`src/hdl/iol_pkg.sv`:
```
`timescale 1ns / 1ps
// Shared types and constants for the indexed ordered list.
// No dependencies; imported by iol_cell and the top module of the block.
package iol_pkg;

    localparam int CAPACITY_DEF    = 16;
    localparam int VALUE_WIDTH_DEF = 32;

    localparam int ACTION_W   = 2;
    localparam int POS_W      = 5;
    localparam int VAL_PORT_W = 32;
    localparam int STATUS_W   = 2;
    localparam int FOUND_W    = 5;
    localparam int COUNT_W    = 5;

    typedef enum logic [ACTION_W-1:0] {
        ACT_INSERT = 2'd0,
        ACT_REMOVE = 2'd1,
        ACT_FIND   = 2'd2
    } t_action;

    typedef enum logic [STATUS_W-1:0] {
        STAT_OK        = 2'd0,
        STAT_BAD_INDEX = 2'd1,
        STAT_FULL      = 2'd2
    } t_status;

    typedef enum logic {
        S_IDLE = 1'b0,
        S_EXEC = 1'b1
    } t_state;

    typedef struct packed {
        logic shift_up;
        logic shift_down;
    } t_cell_ctl;

    localparam logic [FOUND_W-1:0] FOUND_NONE = '1;

endpackage

```
`src/hdl/iol_cell.sv`:
```
`timescale 1ns / 1ps
// One list cell: holds one entry, shifts with its neighbours, flags a match.
// Depends on iol_pkg.
module iol_cell #(
    parameter int IDX         = 0,
    parameter int CNT_W       = 5,
    parameter int CMP_W       = 5,
    parameter int VALUE_WIDTH = iol_pkg::VALUE_WIDTH_DEF
) (
    input  logic                       i_clk,
    input  iol_pkg::t_cell_ctl         i_ctl,
    input  logic [iol_pkg::POS_W-1:0]  i_pos,
    input  logic [CNT_W-1:0]           i_count,
    input  logic [VALUE_WIDTH-1:0]     i_value,
    input  logic [VALUE_WIDTH-1:0]     i_left,
    input  logic [VALUE_WIDTH-1:0]     i_right,
    output logic [VALUE_WIDTH-1:0]     o_data,
    output logic                       o_match
);
    import iol_pkg::*;

    localparam logic [CMP_W-1:0] L_IDX = CMP_W'(IDX);

    logic [VALUE_WIDTH-1:0] r_data;
    logic                   r_match;
    logic [CMP_W-1:0]       pos_c;
    logic [CMP_W-1:0]       cnt_c;

    assign pos_c = CMP_W'(i_pos);
    assign cnt_c = CMP_W'(i_count);

    always_ff @(posedge i_clk) begin
        if (i_ctl.shift_up) begin
            if (L_IDX > pos_c) begin
                r_data <= i_left;
            end else if (L_IDX == pos_c) begin
                r_data <= i_value;
            end
        end else if (i_ctl.shift_down && (L_IDX >= pos_c)) begin
            r_data <= i_right;
        end
        r_match <= (L_IDX < cnt_c) && (r_data == i_value);
    end

    assign o_data  = r_data;
    assign o_match = r_match;

endmodule

```
`src/hdl/iol_prienc.sv`:
```
`timescale 1ns / 1ps
// Priority encoder: lowest set match flag wins.
// No dependencies.
module iol_prienc #(
    parameter int N     = 16,
    parameter int IDX_W = 4
) (
    input  logic [N-1:0]     i_match,
    output logic             o_hit,
    output logic [IDX_W-1:0] o_index
);
    always_comb begin
        o_index = '0;
        for (int i = N - 1; i >= 0; i--) begin
            if (i_match[i]) begin
                o_index = IDX_W'(i);
            end
        end
    end

    assign o_hit = |i_match;

endmodule

```
`src/hdl/indexed_ordered_list_top.sv`:
```
`timescale 1ns / 1ps
// Indexed ordered list: control, chain of cells and result register.
// Depends on iol_pkg, iol_cell and iol_prienc.
//
//  channel  | handshake           | fields
//  ---------+---------------------+--------------------------------------------
//  command  | start / busy        | i_action, i_position, i_value
//  result   | o_valid (strobe)    | o_status, o_found_index, o_removed_value,
//           |                     | o_count_after
//
// A beat is taken when start is high and busy is low; busy stays high for the
// following cycle while the cells shift, and no beat is taken while it is high.
// The result passes from the exec state through r_pend to the output registers;
// the result strobe is high for one cycle, together with the result fields.
// Reset (synchronous) empties the list; entry contents are left as they are.
// The receiver cannot stall: each result is shown once and then dropped.
module indexed_ordered_list_top #(
    parameter int CAPACITY    = iol_pkg::CAPACITY_DEF,
    parameter int VALUE_WIDTH = iol_pkg::VALUE_WIDTH_DEF
) (
    input  logic                                i_clk,
    input  logic                                i_rst_n,
    input  logic                                start,
    output logic                                busy,
    input  logic [iol_pkg::ACTION_W-1:0]        i_action,
    input  logic [iol_pkg::POS_W-1:0]           i_position,
    input  logic [iol_pkg::VAL_PORT_W-1:0]      i_value,
    output logic                                o_valid,
    output logic [iol_pkg::STATUS_W-1:0]        o_status,
    output logic signed [iol_pkg::FOUND_W-1:0]  o_found_index,
    output logic [iol_pkg::VAL_PORT_W-1:0]      o_removed_value,
    output logic [iol_pkg::COUNT_W-1:0]         o_count_after
);
    import iol_pkg::*;

    localparam int CNT_W = $clog2(CAPACITY + 1);
    localparam int IDX_W = $clog2(CAPACITY);
    localparam int CMP_W = (CNT_W > POS_W) ? CNT_W : POS_W;

    t_state                 r_state, n_state;
    logic [ACTION_W-1:0]    r_act;
    logic [POS_W-1:0]       r_pos;
    logic [VALUE_WIDTH-1:0] r_val;
    logic [CNT_W-1:0]       r_count, n_count;
    logic                   r_pend;
    logic                   r_is_find;
    logic [STATUS_W-1:0]    r_status, n_status;
    logic [VALUE_WIDTH-1:0] r_removed, n_removed;

    t_cell_ctl              cell_ctl;
    logic                   take;
    logic                   rem_ok;
    logic [CMP_W-1:0]       pos_c;
    logic [CMP_W-1:0]       cnt_c;
    logic [VALUE_WIDTH-1:0] w_data [CAPACITY];
    logic [CAPACITY-1:0]    w_match;
    logic                   enc_hit;
    logic [IDX_W-1:0]       enc_index;

    assign busy  = (r_state == S_EXEC);
    assign take  = start && (r_state == S_IDLE);
    assign pos_c = CMP_W'(r_pos);
    assign cnt_c = CMP_W'(r_count);

    always_comb begin
        n_state  = r_state;
        n_count  = r_count;
        n_status = STAT_OK;
        cell_ctl = '0;
        rem_ok   = 1'b0;
        case (r_state)
            S_IDLE: begin
                if (start) begin
                    n_state = S_EXEC;
                end
            end
            S_EXEC: begin
                n_state = S_IDLE;
                case (t_action'(r_act))
                    ACT_INSERT: begin
                        if (pos_c > cnt_c) begin
                            n_status = STAT_BAD_INDEX;
                        end else if (r_count == CNT_W'(CAPACITY)) begin
                            n_status = STAT_FULL;
                        end else begin
                            cell_ctl.shift_up = 1'b1;
                            n_count = r_count + 1'b1;
                        end
                    end
                    ACT_REMOVE: begin
                        if (pos_c >= cnt_c) begin
                            n_status = STAT_BAD_INDEX;
                        end else begin
                            cell_ctl.shift_down = 1'b1;
                            rem_ok  = 1'b1;
                            n_count = r_count - 1'b1;
                        end
                    end
                    ACT_FIND: begin
                        n_status = STAT_OK;
                    end
                    default: begin
                        n_status = STAT_BAD_INDEX;
                    end
                endcase
            end
            default: begin
                n_state = S_IDLE;
            end
        endcase
    end

    assign n_removed = rem_ok ? w_data[pos_c[IDX_W-1:0]] : '0;

    always_ff @(posedge i_clk) begin
        if (!i_rst_n) begin
            r_state <= S_IDLE;
            r_count <= '0;
            r_pend  <= 1'b0;
            o_valid <= 1'b0;
        end else begin
            r_state <= n_state;
            r_count <= n_count;
            r_pend  <= (r_state == S_EXEC);
            o_valid <= r_pend;
        end
    end

    always_ff @(posedge i_clk) begin
        if (take) begin
            r_act <= i_action;
            r_pos <= i_position;
            r_val <= VALUE_WIDTH'(i_value);
        end
        if (r_state == S_EXEC) begin
            r_status  <= n_status;
            r_removed <= n_removed;
            r_is_find <= (r_act == ACT_FIND);
        end
        if (r_pend) begin
            o_status        <= r_status;
            o_removed_value <= VAL_PORT_W'(r_removed);
            o_count_after   <= COUNT_W'(r_count);
            if (!r_is_find) begin
                o_found_index <= '0;
            end else if (enc_hit) begin
                o_found_index <= FOUND_W'(enc_index);
            end else begin
                o_found_index <= FOUND_NONE;
            end
        end
    end

    for (genvar g = 0; g < CAPACITY; g++) begin : g_cell
        logic [VALUE_WIDTH-1:0] left_d;
        logic [VALUE_WIDTH-1:0] right_d;

        if (g == 0) begin : g_first
            assign left_d = r_val;
        end else begin : g_mid
            assign left_d = w_data[g-1];
        end
        if (g == CAPACITY - 1) begin : g_last
            assign right_d = '0;
        end else begin : g_inner
            assign right_d = w_data[g+1];
        end

        iol_cell #(
            .IDX         (g),
            .CNT_W       (CNT_W),
            .CMP_W       (CMP_W),
            .VALUE_WIDTH (VALUE_WIDTH)
        ) u_cell (
            .i_clk   (i_clk),
            .i_ctl   (cell_ctl),
            .i_pos   (r_pos),
            .i_count (r_count),
            .i_value (r_val),
            .i_left  (left_d),
            .i_right (right_d),
            .o_data  (w_data[g]),
            .o_match (w_match[g])
        );
    end

    iol_prienc #(
        .N     (CAPACITY),
        .IDX_W (IDX_W)
    ) u_prienc (
        .i_match (w_match),
        .o_hit   (enc_hit),
        .o_index (enc_index)
    );

`ifndef SYNTHESIS
    a_result_follows: assert property (@(posedge i_clk) disable iff (!i_rst_n)
        (start && !busy) |-> ##3 o_valid)
        else $error("command beat gave no result");

    a_count_bound: assert property (@(posedge i_clk) disable iff (!i_rst_n)
        r_count <= CNT_W'(CAPACITY))
        else $error("entry count above capacity");

    a_full_status: assert property (@(posedge i_clk) disable iff (!i_rst_n)
        (o_valid && (o_status == STAT_FULL)) |-> (o_count_after == COUNT_W'(CAPACITY)))
        else $error("full status with room left");

    a_error_clean: assert property (@(posedge i_clk) disable iff (!i_rst_n)
        (o_valid && (o_status != STAT_OK)) |-> (o_removed_value == '0))
        else $error("removed value on a failed action");
`endif

endmodule
```
`config.mk`:
```
export PLATFORM = sky130hd
export DESIGN_NAME = indexed_ordered_list_top
export DESIGN_NICKNAME = d
export VERILOG_FILES = /design/src/hdl/iol_pkg.sv /design/src/hdl/iol_cell.sv /design/src/hdl/iol_prienc.sv /design/src/hdl/indexed_ordered_list_top.sv
export SDC_FILE = /design/constraint.sdc
export NUM_CORES = 2
export LEC_CHECK = 0
export BUFFER_PORTS_ARGS = -buffer_cell sky130_fd_sc_hd__buf_2
export CORE_UTILIZATION = 45
export DETAILED_ROUTE_END_ITERATION = 16
export PLACE_DENSITY_LB_ADDON = 0.12
export SLEW_MARGIN = 15
export SYNTH_ARGS = -nofsm -noshare
export SYNTH_HDL_FRONTEND = slang
export SYNTH_SLANG_ARGS = --single-unit
```
`constraint.sdc`:
```
create_clock -name i_clk -period 6.21 [get_ports i_clk]
set_clock_uncertainty 0.2 [all_clocks]
set_input_delay 0.3105 -clock i_clk [delete_from_list [all_inputs] [get_ports i_clk]]
set_output_delay 0.3105 -clock i_clk [all_outputs]
set_load 0.05 [all_outputs]
```
==> flow_summary.yaml <==
clocking:
  clk-insertion-delay-late_ns: 0.65
  ctsResizeCount: 0
  holdBufCountCts: 40
  cts_tree: "done"
  clock_tree.htree_level_count: 3
  root_buffer: "clkbuf_16"
  clkSinkCount: 654
  clk_path_buf_depth: 3
  cts_post_setup_buffers_inserted: 0
  clkSlewWorstSetupHoldPaths_ns: 0.06
  tritoncts.num_buffers: 80
yosys:
  syn-instance-count: 3723
  synth_commonest_cells: "a21oi_1, edfxtp_1, mux2i_1, xor2_1, mux2_2"
  yosysWarnings: 0
  post_synth_main_area_contributors: "edfxtp_1, mux2i_1, a21oi_1"
  synth_top_flop_cell: "edfxtp_1"
  synth_sequential_area_ratio_pct: 46.0
  yosysUniqueCellTypes: 60
  synth-seq-cells: 654
  synthMostInstantiatedCell: "a21oi_1"
  synth_top_cell_area_share_pct: 44.9
  cell_type_contributing_the_most_total_cell_area_after_synthesis: "edfxtp_1"
  synth_edf_count: 630
  async_reset_ff_share_pct: 0
  synthesis.area_per_instance_um2: 11.3
  mappedNetlistNets: 3773
  netlist_area_mm2: 0.0422
place:
  routabilityCongestion: 0.970
  placement.setup.worst_slack_ns: 1.65
  dpl.hpwl_mm: 117
  numPortBuffers: 87
  cell_area_after_placement_mm2: 0.0435
global_route:
  grt_start_max_net_pins: 179
  grt_pass1_vias: 31500
  gr-total-overflow: 0
  grt_pass1_wl_mm: 241
  grt_util_overall_pct: 35.3
  antenna_violations_before_repair: 10
power_and_ir_drop:
  total_leakage_power_nw: 15.8
  vdd_ir_drop_max_uv: 171
  total_power_w: 0.0111
  ratio_of_total_power_to_cell_area_mw_per_mm2: 240
route:
  route.antenna.remaining_nets: 0
  routed-via-count: 33200
  drcViolationCount: 0
  drt_pre_antenna_iters: 6
  via_per_inst: 6.70
  drt_iter0_markers: 4889
  routed_wl_mm: 170
  detail_route.wl_per_cell_um: 34.3
finish:
  nNetsFinal: 3703
  post_route_cell_area_mm2: 0.0465
  post_route_cells_drive_above_1_share_pct: 18.2
  syn_to_final_growth_pct: 10.3
  n_fill_cell: 8338
sta:
  worst_slack_ns: 1.46
  final.setup.tns_ns: 0
  relSlewSlack_pct: 8.61
  finalWorstPathRequiredPeriod_ns: 4.75
  maxClockFrequency_ghz: 0.211
  grt_setup_unrepaired: "false"
  worst-slew-pin-transition_ns: 1.36
  period_share_pct: 76.4
  fin_worst_hold_slack_ns: 0.168
  drv_slew: 0
  hold_violations: 0
  setup_violating_endpoint_count_in_the_final_report: 0
run_status:
  outcome: "completed"
setup_path:
  worst-path-buf-inv: 3
  crit_path_max_incr_delay_ns: 0.95
  critical_path.reg2reg.startpoint: "cnt_c[4]$_SDFFE_PN0P_"
  path_max_fanout: 88
  worst_ep_required_time_ns: 6.50
  worst_setup_path_startpoint: "cnt_c[4]$_SDFFE_PN0P_"
  worst_setup_path_end_kind: "flip-flop"
  startpoint_type: "flip-flop"
  reg2reg_setup_slack_ns: 1.46
  timing.critical_path.to: "g_cell[12].u_cell.o_data[4]$_DFFE_PP_"
  worst_r2r_path_depth: 9
  critical-path-slowest-cell: "buf_4"
  cp_top_family: "buffers and inverters"
  worst_r2r_endpoint: "g_cell[12].u_cell.o_data[4]$_DFFE_PP_"
  timing_worst_setup_path_type: "flip-flop to flip-flop"
  cp.arrival_ns: 5.04
  cp_num_cells: 9
  crit_path_cell_trace: "inv_1, ha_1, and3_4, a31o_1, a22o_4, buf_4, buf_4, a21oi_1, a21oi_1"
floorplan:
  num_rows: 111
  core_area_mm2: 0.0922
  die_height_um: 308
  number_of_placed_i_o_pins: 88
  dieWidth_um: 308
  start_util_pct: 45.7
  dieArea_mm2: 0.0949
min_path:
  worstHoldPathType: "input pin to flip-flop"
run:
  drv.max_cap_violation_count: 0
cell type report:
class	instances	area, um^2	share of cell area, %
multi-input cells	2664	21000	45.2
clock inverters	38	375	0.807
well taps	1243	1560	3.34
repair buffers	243	1940	4.17
inverters	10	37.5	0.0807
clock buffers	105	2170	4.66
flip-flops and latches	654	19400	41.7
diodes	2	5.00	0.0108
kinds of logic after synthesis:
group                      after synthesis  share of synthesized area, %
DFF                                    654                          46.0
buffers and inverters                  405                          4.86
AOI/OAI and AO/OA                      963                          12.9
xor gates and xnor gates               513                          10.7
and+or+nand+nor                        449                          5.38
muxes                                  731                          20.0
adders and majority gates                8                         0.237
power by group:
| part | leakage, nW | internal [W] | switching [W] |
|---|---|---|---|
| combinational | 8.72 | 0.000489 | 0.000960 |
| clock | 1.23 | 0.00275 | 0.00201 |
| sequential | 5.88 | 0.00486 | 0.0000823 |
| total | 15.8 | 0.00809 | 0.00305 |
placed cells by master, fill, tap and decap left out, types with 18 or more instances in the layout:
master         instances
mux2_4                32
nand4_1               52
edfxtp_1             630
clkbuf_16             83
nor3_1                20
o21ai_0               24
dlygate4sd3_1         40
a31oi_1               36
buf_4                 99
mux2i_1              416
nand3_1               21
buf_2                 87
a2bb2oi_1             30
a211oi_1              39
clkbuf_1              21
nand2_1              155
a21oi_1              733
o221ai_1              18
a22o_1                24
mux4_2                52
mux2_2               231
nor2_1                37
xor2_1               359
dfxtp_1               22
nor4_1               102
xnor2_1              154
worst min-delay path by stage:
stage,slack [ns],endpoint,cells past startpoint,from
final,0.17,g_cell[0].left_d[8]$_DFFE_PP_,2,i_value[8]
after global routing,0.17,g_cell[0].left_d[18]$_DFFE_PP_,2,i_value[18]
after CTS,0.13,g_cell[0].left_d[15]$_DFFE_PP_,2,i_value[15]
after detailed placement,0.21,o_removed_value[3]$_DFFE_PP_,0,r_removed[3]$_SDFFCE_PN0P_
after global placement,0.20,o_status[1]$_DFFE_PP_,0,r_status[1]$_DFFE_PP_
after floorplan,0.20,o_removed_value[0]$_DFFE_PP_,0,r_removed[0]$_SDFFCE_PN0P_
state kept, by name, indices dropped and copies added (netlist names), 2 cells and up:
name and cells:
cnt_c 5, g_cell.left_d 32, g_cell.u_cell.o_data 512, g_cell.u_cell.o_match 16, o_count_after 5, o_found_index 5
o_removed_value 32, o_status 2, pos_c 5, r_act 2, r_removed 32, r_status 2
layer usage:
layer  part of all wire [%]  track usage, %  vias to the layer above
met5                  0.016               0                        -
met3                     12            9.72                      308
met1                     41            49.4                    16900
met2                     43            51.9                     2209
met4                    4.0            13.0                        4
li1                       -               -                    13800
through the flow:
| stage | cells | utilization (%) |
|---|---|---|
| final | 4959 | 50.4 |
| after global routing | 4957 | 50.4 |
| after CTS | 4954 | 50.3 |
| after detailed placement | 4771 | 47.1 |
| after global placement | 4765 | 47.0 |
| after floorplan | 3723 | - |
Power figures use the tool's default switching activity.
